**config.mk**
```make
export PLATFORM = sky130hd
export DESIGN_NAME = chunked_stack_slot_allocator
export DESIGN_NICKNAME = d
export VERILOG_FILES = /design/src/sv/cssa_pkg.sv /design/src/sv/cssa_ram.sv /design/src/sv/chunked_stack_slot_allocator.sv
export SDC_FILE = /design/constraint.sdc
export NUM_CORES = 2
export LEC_CHECK = 0
export BUFFER_PORTS_ARGS = -buffer_cell sky130_fd_sc_hd__buf_4
export CAP_MARGIN = 15
export CORE_ASPECT_RATIO = 1.1
export CORE_MARGIN = 2
export CORE_UTILIZATION = 35
export CTS_CLUSTER_SIZE = 40
export DETAILED_ROUTE_END_ITERATION = 10
export PLACE_DENSITY = 0.58
export SYNTH_ARGS = -nofsm -noshare
export SYNTH_HDL_FRONTEND = slang
export SYNTH_SLANG_ARGS = --single-unit
export TNS_END_PERCENT = 10
```
**constraint.sdc**
```tcl
create_clock -name clock -period 14.6 [get_ports clock]
set_input_delay 2.19 -clock clock [delete_from_list [all_inputs] [get_ports clock]]
set_output_delay 2.19 -clock clock [all_outputs]
set_load 0.01 [all_outputs]
```
**src/sv/cssa_pkg.sv**
```systemverilog
`default_nettype none

package cssa_pkg;

   // store size and run limit
   localparam int CAPACITY    = 1024;
   localparam int MAX_RUN     = 64;
   localparam int ADDR_W      = $clog2(CAPACITY);

   // field widths
   localparam int MODE_W      = 2;
   localparam int LEN_W       = 7;
   localparam int SLOT_W      = 10;
   localparam int CNT_W       = 11;
   localparam int STATUS_W    = 2;
   localparam int CNT_MAX     = (2 ** CNT_W) - 1;

   // divider step counter
   localparam int DIV_CNT_W   = $clog2(CNT_W);

   // register port
   localparam int CSR_ADDR_W  = 3;
   localparam int CSR_DATA_W  = 32;
   localparam int SPC_RESET   = 64;

   typedef logic [0:0] reg_index_type;
   localparam reg_index_type REG_SLOTS_PER_CHUNK = 1'b0;

   typedef enum logic [MODE_W-1:0] {
      MODE_ALLOC = 2'd0,
      MODE_FREE  = 2'd1,
      MODE_CLEAR = 2'd2
   } mode_type;

   typedef enum logic [STATUS_W-1:0] {
      STATUS_OK       = 2'd0,
      STATUS_CONFLICT = 2'd1,
      STATUS_CAPACITY = 2'd2,
      STATUS_BAD      = 2'd3
   } status_type;

endpackage

`default_nettype wire

```
**src/sv/cssa_ram.sv**
```systemverilog
`default_nettype none

module cssa_ram #(
   parameter int WIDTH = 1,
   parameter int DEPTH = 1024,
   localparam int AW = $clog2(DEPTH)
) (
   input  wire logic             clock,
   input  wire logic             wr_en,
   input  wire logic [AW-1:0]    wr_addr,
   input  wire logic [WIDTH-1:0] wr_data,
   input  wire logic [AW-1:0]    rd_addr,
   output logic      [WIDTH-1:0] rd_data
);

   logic [WIDTH-1:0] mem [DEPTH];
   logic [WIDTH-1:0] rd_data_ff;

   // read returns the old contents on a same-address write
   always_ff @(posedge clock) begin
      rd_data_ff <= mem[rd_addr];
      if (wr_en) begin
         mem[wr_addr] <= wr_data;
      end
   end

   assign rd_data = rd_data_ff;

endmodule

`default_nettype wire

```
**src/sv/chunked_stack_slot_allocator.sv**
```systemverilog
`default_nettype none

// Stack-style slot allocator over a bitmap of occupied slots grouped into chunks.
// Commands: pulse start with req_mode, req_run_length and req_slot_index while busy
// is low; the command is taken at that edge and busy rises. When it is done, the
// result is shown for exactly one cycle with rsp_strobe high, and busy drops in the
// cycle after. The receiver cannot hold results off.
// Steps per command:
//   allocate : an 11-step divider for the chunk offset, then the placement steps
//              (gap, align, fit), then one bitmap write per slot
//   free     : one bitmap write; if the freed slot was just below the top, the top
//              pointer walks down (read, check) past free slots to a used one or zero
//   clear    : slot_index up to CAPACITY - 1 (one bitmap entry per cycle)
//   rejected : a bad command skips to the result; a run past capacity ends at fit
// One command at a time: the next one can be taken in the cycle after the strobe.
// The chunk size register is on the csr_ APB port at byte address 0; write it only
// while busy is low.
// Reset: busy stays high while the bitmap is swept clear;
// top pointer, slot count and chunk count are zero, chunk size is 64.
module chunked_stack_slot_allocator (
   input  wire logic                                clock,
   input  wire logic                                reset,

   input  wire logic                                start,
   output logic                                     busy,
   input  wire logic [cssa_pkg::MODE_W-1:0]         req_mode,
   input  wire logic [cssa_pkg::LEN_W-1:0]          req_run_length,
   input  wire logic [cssa_pkg::SLOT_W-1:0]         req_slot_index,

   output logic                                     rsp_strobe,
   output logic      [cssa_pkg::SLOT_W-1:0]         rsp_first_slot,
   output logic      [cssa_pkg::CNT_W-1:0]          rsp_top_index,
   output logic      [cssa_pkg::CNT_W-1:0]          rsp_used_slots,
   output logic      [cssa_pkg::CNT_W-1:0]          rsp_open_chunks,
   output logic      [cssa_pkg::STATUS_W-1:0]       rsp_status,

   input  wire logic                                csr_psel,
   input  wire logic                                csr_penable,
   input  wire logic                                csr_pwrite,
   input  wire logic [cssa_pkg::CSR_ADDR_W-1:0]     csr_paddr,
   input  wire logic [cssa_pkg::CSR_DATA_W-1:0]     csr_pwdata,
   output logic      [cssa_pkg::CSR_DATA_W-1:0]     csr_prdata,
   output logic                                     csr_pready
);

   localparam int CW     = cssa_pkg::CNT_W;
   localparam int BASE_W = cssa_pkg::CNT_W + 1;
   localparam int AW     = cssa_pkg::ADDR_W;
   localparam int LW     = cssa_pkg::LEN_W;
   localparam int SW     = cssa_pkg::SLOT_W;

   typedef enum logic [13:0] {
      ST_INIT      = 14'b00000000000001,
      ST_IDLE      = 14'b00000000000010,
      ST_DIV       = 14'b00000000000100,
      ST_GAP       = 14'b00000000001000,
      ST_ALIGN     = 14'b00000000010000,
      ST_FIT       = 14'b00000000100000,
      ST_MARK      = 14'b00000001000000,
      ST_MARK_END  = 14'b00000010000000,
      ST_FREE      = 14'b00000100000000,
      ST_WALK_RD   = 14'b00001000000000,
      ST_WALK_CHK  = 14'b00010000000000,
      ST_CLEAR     = 14'b00100000000000,
      ST_CLEAR_END = 14'b01000000000000,
      ST_DONE      = 14'b10000000000000
   } state_type;

   state_type                        state_ff, state_in;
   logic [CW-1:0]                    spc_ff, spc_in;
   logic [CW-1:0]                    stack_top_ff, stack_top_in;
   logic [CW-1:0]                    used_ff, used_in;
   logic [CW-1:0]                    chunk_ff, chunk_in;
   logic [CW-1:0]                    ptr_ff, ptr_in;
   logic                             chk_ff, chk_in;

   logic [LW-1:0]                    len_ff, len_in;
   logic [SW-1:0]                    idx_ff, idx_in;
   logic [CW-1:0]                    s_ff, s_in;
   logic [CW-1:0]                    rem_ff, rem_in;
   logic [CW-1:0]                    quo_ff, quo_in;
   logic [cssa_pkg::DIV_CNT_W-1:0]   div_cnt_ff, div_cnt_in;
   logic [BASE_W-1:0]                base_ff, base_in;
   logic [CW-1:0]                    end_ff, end_in;
   logic [SW-1:0]                    first_ff, first_in;
   cssa_pkg::status_type             status_ff, status_in;
   logic                             conflict_ff, conflict_in;

   logic                             ram_we;
   logic [AW-1:0]                    ram_waddr;
   logic                             ram_wdata;
   logic [AW-1:0]                    ram_raddr;
   logic                             ram_rdata;

   logic [CW-1:0]                    eff_size;
   logic                             len_bad;
   logic                             idx_bad;
   logic [CW-1:0]                    div_shift;
   logic [BASE_W-1:0]                div_diff;
   logic [BASE_W-1:0]                fit_end;
   logic [BASE_W-1:0]                used_sum;
   logic [CW-1:0]                    used_dec;
   logic [CW-1:0]                    top_m1;
   logic                             rd_hit;
   logic                             csr_wr;

   cssa_ram #(
      .WIDTH (1),
      .DEPTH (cssa_pkg::CAPACITY)
   ) u_bitmap (
      .clock   (clock),
      .wr_en   (ram_we),
      .wr_addr (ram_waddr),
      .wr_data (ram_wdata),
      .rd_addr (ram_raddr),
      .rd_data (ram_rdata)
   );

   // chunk size as used: 0 acts as 1, above capacity acts as capacity
   always_comb begin
      if (spc_ff == '0) begin
         eff_size = CW'(1);
      end else if (spc_ff > CW'(cssa_pkg::CAPACITY)) begin
         eff_size = CW'(cssa_pkg::CAPACITY);
      end else begin
         eff_size = spc_ff;
      end
   end

   assign len_bad  = (req_run_length == '0) ||
                     (req_run_length > LW'(cssa_pkg::MAX_RUN)) ||
                     (CW'(req_run_length) > eff_size);
   assign idx_bad  = ({1'b0, req_slot_index} >= CW'(cssa_pkg::CAPACITY));

   // restoring divider step, remainder stays below the divisor
   assign div_shift = {rem_ff[CW-2:0], quo_ff[CW-1]};
   assign div_diff  = {1'b0, div_shift} - {1'b0, s_ff};

   assign fit_end  = base_ff + BASE_W'(len_ff);
   assign used_sum = {1'b0, used_ff} + BASE_W'(len_ff);
   assign used_dec = (used_ff != '0) ? used_ff - CW'(1) : used_ff;
   assign top_m1   = stack_top_ff - CW'(1);
   assign rd_hit   = chk_ff & ram_rdata;

   assign csr_wr   = csr_psel & csr_penable & csr_pwrite & csr_pready &
                     (csr_paddr[2] == cssa_pkg::REG_SLOTS_PER_CHUNK);

   always_comb begin
      state_in     = state_ff;
      spc_in       = spc_ff;
      stack_top_in = stack_top_ff;
      used_in      = used_ff;
      chunk_in     = chunk_ff;
      ptr_in       = ptr_ff;
      len_in       = len_ff;
      idx_in       = idx_ff;
      s_in         = s_ff;
      rem_in       = rem_ff;
      quo_in       = quo_ff;
      div_cnt_in   = div_cnt_ff;
      base_in      = base_ff;
      end_in       = end_ff;
      first_in     = first_ff;
      status_in    = status_ff;
      conflict_in  = conflict_ff;
      chk_in       = (state_ff == ST_MARK) || (state_ff == ST_CLEAR);

      ram_we       = 1'b0;
      ram_waddr    = ptr_ff[AW-1:0];
      ram_wdata    = 1'b0;
      ram_raddr    = ptr_ff[AW-1:0];

      if (csr_wr) begin
         spc_in = csr_pwdata[CW-1:0];
      end

      unique case (state_ff)
         ST_INIT: begin
            ram_we = 1'b1;
            if (ptr_ff[AW-1:0] == AW'(cssa_pkg::CAPACITY - 1)) begin
               state_in = ST_IDLE;
            end else begin
               ptr_in = ptr_ff + CW'(1);
            end
         end

         ST_IDLE: begin
            if (start) begin
               first_in    = '0;
               status_in   = cssa_pkg::STATUS_OK;
               conflict_in = 1'b0;
               len_in      = req_run_length;
               idx_in      = req_slot_index;
               case (req_mode)
                  cssa_pkg::MODE_ALLOC: begin
                     if (len_bad) begin
                        status_in = cssa_pkg::STATUS_BAD;
                        state_in  = ST_DONE;
                     end else begin
                        s_in       = eff_size;
                        rem_in     = '0;
                        quo_in     = stack_top_ff;
                        div_cnt_in = cssa_pkg::DIV_CNT_W'(CW - 1);
                        state_in   = ST_DIV;
                     end
                  end
                  cssa_pkg::MODE_FREE: begin
                     if (idx_bad) begin
                        status_in = cssa_pkg::STATUS_BAD;
                        state_in  = ST_DONE;
                     end else begin
                        state_in = ST_FREE;
                     end
                  end
                  cssa_pkg::MODE_CLEAR: begin
                     if (idx_bad) begin
                        status_in = cssa_pkg::STATUS_BAD;
                        state_in  = ST_DONE;
                     end else begin
                        ptr_in   = {1'b0, req_slot_index};
                        state_in = ST_CLEAR;
                     end
                  end
                  default: begin
                     status_in = cssa_pkg::STATUS_BAD;
                     state_in  = ST_DONE;
                  end
               endcase
            end
         end

         // quotient = chunk of the top, remainder = offset within it
         ST_DIV: begin
            if (!div_diff[BASE_W-1]) begin
               rem_in = div_diff[CW-1:0];
               quo_in = {quo_ff[CW-2:0], 1'b1};
            end else begin
               rem_in = div_shift;
               quo_in = {quo_ff[CW-2:0], 1'b0};
            end
            if (div_cnt_ff == '0) begin
               state_in = ST_GAP;
            end else begin
               div_cnt_in = div_cnt_ff - cssa_pkg::DIV_CNT_W'(1);
            end
         end

         // room left in the current chunk
         ST_GAP: begin
            rem_in   = s_ff - rem_ff;
            state_in = ST_ALIGN;
         end

         ST_ALIGN: begin
            if (CW'(len_ff) > rem_ff) begin
               base_in = {1'b0, stack_top_ff} + {1'b0, rem_ff};
               quo_in  = quo_ff + CW'(1);
            end else begin
               base_in = {1'b0, stack_top_ff};
            end
            state_in = ST_FIT;
         end

         ST_FIT: begin
            if (fit_end > BASE_W'(cssa_pkg::CAPACITY)) begin
               status_in = cssa_pkg::STATUS_CAPACITY;
               state_in  = ST_DONE;
            end else begin
               if (quo_ff >= chunk_ff) begin
                  chunk_in = quo_ff + CW'(1);
               end
               ptr_in   = base_ff[CW-1:0];
               end_in   = fit_end[CW-1:0];
               first_in = base_ff[SW-1:0];
               state_in = ST_MARK;
            end
         end

         // read-before-write: old bit comes back next cycle
         ST_MARK: begin
            ram_we    = 1'b1;
            ram_wdata = 1'b1;
            if (rd_hit) begin
               conflict_in = 1'b1;
            end
            ptr_in = ptr_ff + CW'(1);
            if (ptr_ff + CW'(1) == end_ff) begin
               state_in = ST_MARK_END;
            end
         end

         ST_MARK_END: begin
            stack_top_in = end_ff;
            used_in      = (used_sum > BASE_W'(cssa_pkg::CNT_MAX)) ?
                           CW'(cssa_pkg::CNT_MAX) : used_sum[CW-1:0];
            status_in    = (conflict_ff || rd_hit) ? cssa_pkg::STATUS_CONFLICT :
                                                     cssa_pkg::STATUS_OK;
            state_in     = ST_DONE;
         end

         ST_FREE: begin
            ram_we    = 1'b1;
            ram_waddr = idx_ff;
            used_in   = used_dec;
            if ((stack_top_ff != '0) && ({1'b0, idx_ff} + CW'(1) == stack_top_ff)) begin
               stack_top_in = {1'b0, idx_ff};
               state_in     = ST_WALK_RD;
            end else begin
               state_in = ST_DONE;
            end
         end

         ST_WALK_RD: begin
            ram_raddr = top_m1[AW-1:0];
            if (stack_top_ff == '0) begin
               state_in = ST_DONE;
            end else begin
               state_in = ST_WALK_CHK;
            end
         end

         ST_WALK_CHK: begin
            if (!ram_rdata) begin
               stack_top_in = top_m1;
               state_in     = ST_WALK_RD;
            end else begin
               state_in = ST_DONE;
            end
         end

         ST_CLEAR: begin
            ram_we = 1'b1;
            if (rd_hit) begin
               used_in = used_dec;
            end
            if (ptr_ff[AW-1:0] == AW'(cssa_pkg::CAPACITY - 1)) begin
               state_in = ST_CLEAR_END;
            end else begin
               ptr_in = ptr_ff + CW'(1);
            end
         end

         ST_CLEAR_END: begin
            if (rd_hit) begin
               used_in = used_dec;
            end
            stack_top_in = {1'b0, idx_ff};
            state_in     = ST_DONE;
         end

         ST_DONE: begin
            state_in = ST_IDLE;
         end

         default: begin
            state_in = ST_INIT;
            ptr_in   = '0;
         end
      endcase
   end

   always_ff @(posedge clock) begin
      if (reset) begin
         state_ff     <= ST_INIT;
         spc_ff       <= CW'(cssa_pkg::SPC_RESET);
         stack_top_ff <= '0;
         used_ff      <= '0;
         chunk_ff     <= '0;
         ptr_ff       <= '0;
         chk_ff       <= 1'b0;
      end else begin
         state_ff     <= state_in;
         spc_ff       <= spc_in;
         stack_top_ff <= stack_top_in;
         used_ff      <= used_in;
         chunk_ff     <= chunk_in;
         ptr_ff       <= ptr_in;
         chk_ff       <= chk_in;
      end
   end

   always_ff @(posedge clock) begin
      len_ff      <= len_in;
      idx_ff      <= idx_in;
      s_ff        <= s_in;
      rem_ff      <= rem_in;
      quo_ff      <= quo_in;
      div_cnt_ff  <= div_cnt_in;
      base_ff     <= base_in;
      end_ff      <= end_in;
      first_ff    <= first_in;
      status_ff   <= status_in;
      conflict_ff <= conflict_in;
   end

   assign busy            = (state_ff != ST_IDLE);
   assign rsp_strobe      = (state_ff == ST_DONE);
   assign rsp_first_slot  = first_ff;
   assign rsp_top_index   = stack_top_ff;
   assign rsp_used_slots  = used_ff;
   assign rsp_open_chunks = chunk_ff;
   assign rsp_status      = status_ff;

   assign csr_pready = 1'b1;
   assign csr_prdata = (csr_paddr[2] == cssa_pkg::REG_SLOTS_PER_CHUNK) ?
                       cssa_pkg::CSR_DATA_W'(spc_ff) : '0;

endmodule

`default_nettype wire

```
==> out/metrics.yaml <==
route:
  wire_per_inst_um: 23.6
  drt_first_pass_iters: 6
  vias: 40821
  routed_wl_um: 173000
  drtIter0Drc: 4412
  viasPerCell: 5.57
  drc: 0
  postRouteAntennaNets: 0
die:
  start_util_pct: 35.2
  die_x_um: 387
  ios: 140
  dieArea_um2: 164000
  rows: 154
  core_area_um2: 160000
  die_h_um: 425
synth:
  synth_top_area_cell: "edfxtp_1"
  ys_warn_count: 0
  yosys.area_share.simple_pct: 15.9
  ys.flop_type: "edfxtp_1"
  synthMuxAreaShare_pct: 3.64
  synth_async_sr_flop_share_pct: 0
  synth-compound-area-share_pct: 10.9
  synth_edf_count: 1114
  synth.distinct_cells: 90
  synth.top_cell.area_share_pct: 59.3
  avgSynthCellArea_um2: 10.8
  synth-xor-area-share_pct: 1.32
  syn_inst: 5236
  synth_top_family_by_area: "simple AND/OR/NAND/NOR gates"
  synth_adder_area_share_pct: 1.97
  seq_area_frac_synth_pct: 61.8
  synth_area_leaders: "edfxtp_1 (59%), nor2_1 (7.9%), nand2_1 (4.0%), a21oi_1 (3.5%), mux2i_1 (3.0%)"
  yosysMostFrequentCell: "nor2_1"
  synth_common_cells: "nor2_1 (1183), edfxtp_1 (1114), nand2_1 (594)"
  ys_ff_latch: 1185
  netlist_area_um2: 56400
global_route:
  grt_max_degree: 277
  grt_pass1_vias: 39266
  grt_overflow: 0
  antenna_found_initial: 1
  grtUsageTotal_pct: 20.4
  grt_pass1_wl_um: 252000
place:
  placed_area_um2: 58800
  gp_congestion: 0.867
  io_buffers: 94
  post-dp-hpwl_um: 94800
finish:
  drive_gt1_share_pct: 8.91
  final_net_count: 5266
  regMostFlops: "u_bitmap.mem"
  syn_to_final_growth_pct: 11.6
  utilization_pct: 39.3
  final_area_um2: 62900
  largestRegisters: "u_bitmap.mem (1024), state_ff (14), base_ff (12)"
  largest_reg_flops: 1024
sta:
  rsz0062_at_grt: "false"
  setup_viol: 0
  tns_ps: 0
  fin_skew_ps: 81.5
  max_slew_margin_pct: 14.5
  period_share_pct: 42.0
  final_hold_viol_count: 0
  worstMarginPinSlew_ps: 1280
  finalMaxSlewViolations: 0
  period_minus_slack_ps: 6130
  fmax_mhz: 163
power:
  pwr_density_cell_nw_per_um2: 136
  p_total_uw: 8550
  cellLeakagePower_uw: 0.0189
  ir_worst_vdd_mv: 0.120
clock_network:
  clock_sinks: 1185
  insertion_delay_ps: 770
  holdBufCountCts: 0
  cts.path.max_buffers: 3
  htreeDepth: 3
  cts_setup_buffers: 0
  cts-resized-gates: 0
  clkSlewWorstSetupHoldPaths_ps: 70
  tritoncts: "built"
  cts_root_buffer: "clkbuf_16"
  numCtsBuffers: 115
run:
  maxCapViolCount: 0
critical_path:
  crit_path_frequent_cell: "a21oi_1"
  cp.required_ps: 15280
  start_kind: "flip-flop"
  cpMaxStageDelayCell: "dfxtp_1"
  worstPathArrival_ps: 6810
  crit_type: "flip-flop to flip-flop"
  path_max_fanout: 42
  worst_setup_path_end_kind: "flip-flop"
  cp_slowest_stage_delay_ps: 840
  critPathBufInv: 3
  cp_top_family: "compound AO/OA/AOI/OAI gates"
  path_cells: "inv_1 > ha_1 > xor2_1 > nand3_1 > mux2i_4 > buf_4 > buf_4 > a22oi_1 > o211ai_1 > a21oi_1 > nor3_1 > a21oi_1 > a21oi_1 > o21ai_0 > a211o_1 > o311ai_1"
min_path:
  worstHoldPathType: "flip-flop to flip-flop"
run_status:
  status: "completed"
-- power breakdown --
group          total, µW  leakage (µW)  internal [µW]  switching (µW)
Clock               3090       0.00189           1750            1340
Combinational       1770       0.00849            531            1240
Sequential          3700       0.00851           3680            19.7
-- metrics by stage --
stage               setup slack, ps  cells  hold slack, ps
floorplan                      3530   5256             444
global placement               8620   7101             478
detailed placement             8620   7101             486
CTS                            8650   7316             495
global route                   8380   7325             511
finish                         8470   7326             493
-- layout by cell type (no fill, tap or decap), types with 95 or more instances in the layout --
cell type / n
a21oi_1: 390
buf_4: 185
clkbuf_16: 117
edfxtp_1: 1114
inv_1: 99
mux2i_1: 162
nand2_1: 581
nor2_1: 1183
o21ai_0: 95
-- final timing paths --
check	startpoint	endpoint	slack, ps	depth (start not counted)
worst min-delay path	spc_ff[5]$_SDFFE_PP0P_	spc_ff[5]$_SDFFE_PP0P_	490	2
worst min register to register	spc_ff[5]$_SDFFE_PP0P_	spc_ff[5]$_SDFFE_PP0P_	490	2
worst max register to register	rsp_top_index[1]$_SDFFE_PP0P_	u_bitmap.rd_data$_DFF_P_	8470	16
worst max-delay path	rsp_top_index[1]$_SDFFE_PP0P_	u_bitmap.rd_data$_DFF_P_	8470	16
-- metal layers --
layer  share of wire, %  track usage [%]  vias up
met5                  0                0        -
met4                4.3             8.86        0
met3                7.0             2.77      375
met2                 49             35.7     1590
met1                 39             25.1    20471
li1                   -                -    18385
-- layout make-up --
type                       instances  area, µm²
clock buffer                     142       3050
multi-input combinational       3519      19500
clock inverter                    73        826
antenna                            2       5.00
fill                           15416      97200
inverter                         103        390
sequential                      1185      34900
timing repair buffer             196       1660
tap                             2106       2640
-- worst reg2reg max path, cell delays in order (launching register included) --
cell      delay [ps]
dfxtp_1          840
inv_1            330
ha_1             370
xor2_1           720
nand3_1          230
mux2i_4          180
buf_4            630
buf_4            700
a22oi_1          210
o211ai_1         180
a21oi_1          110
nor3_1           350
a21oi_1          120
a21oi_1          390
o21ai_0          300
a211o_1          350
o311ai_1          80
-- cell families after synthesis --
family                     count (synthesis)
and+or+nand+nor                         2151
muxes                                    198
DFF                                     1185
xor gates and xnor gates                  85
buffers and inverters                    552
other                                      2
AOI/OAI and AO/OA                        977
adders and majority gates                 86
Power figures use the tool's default switching activity.
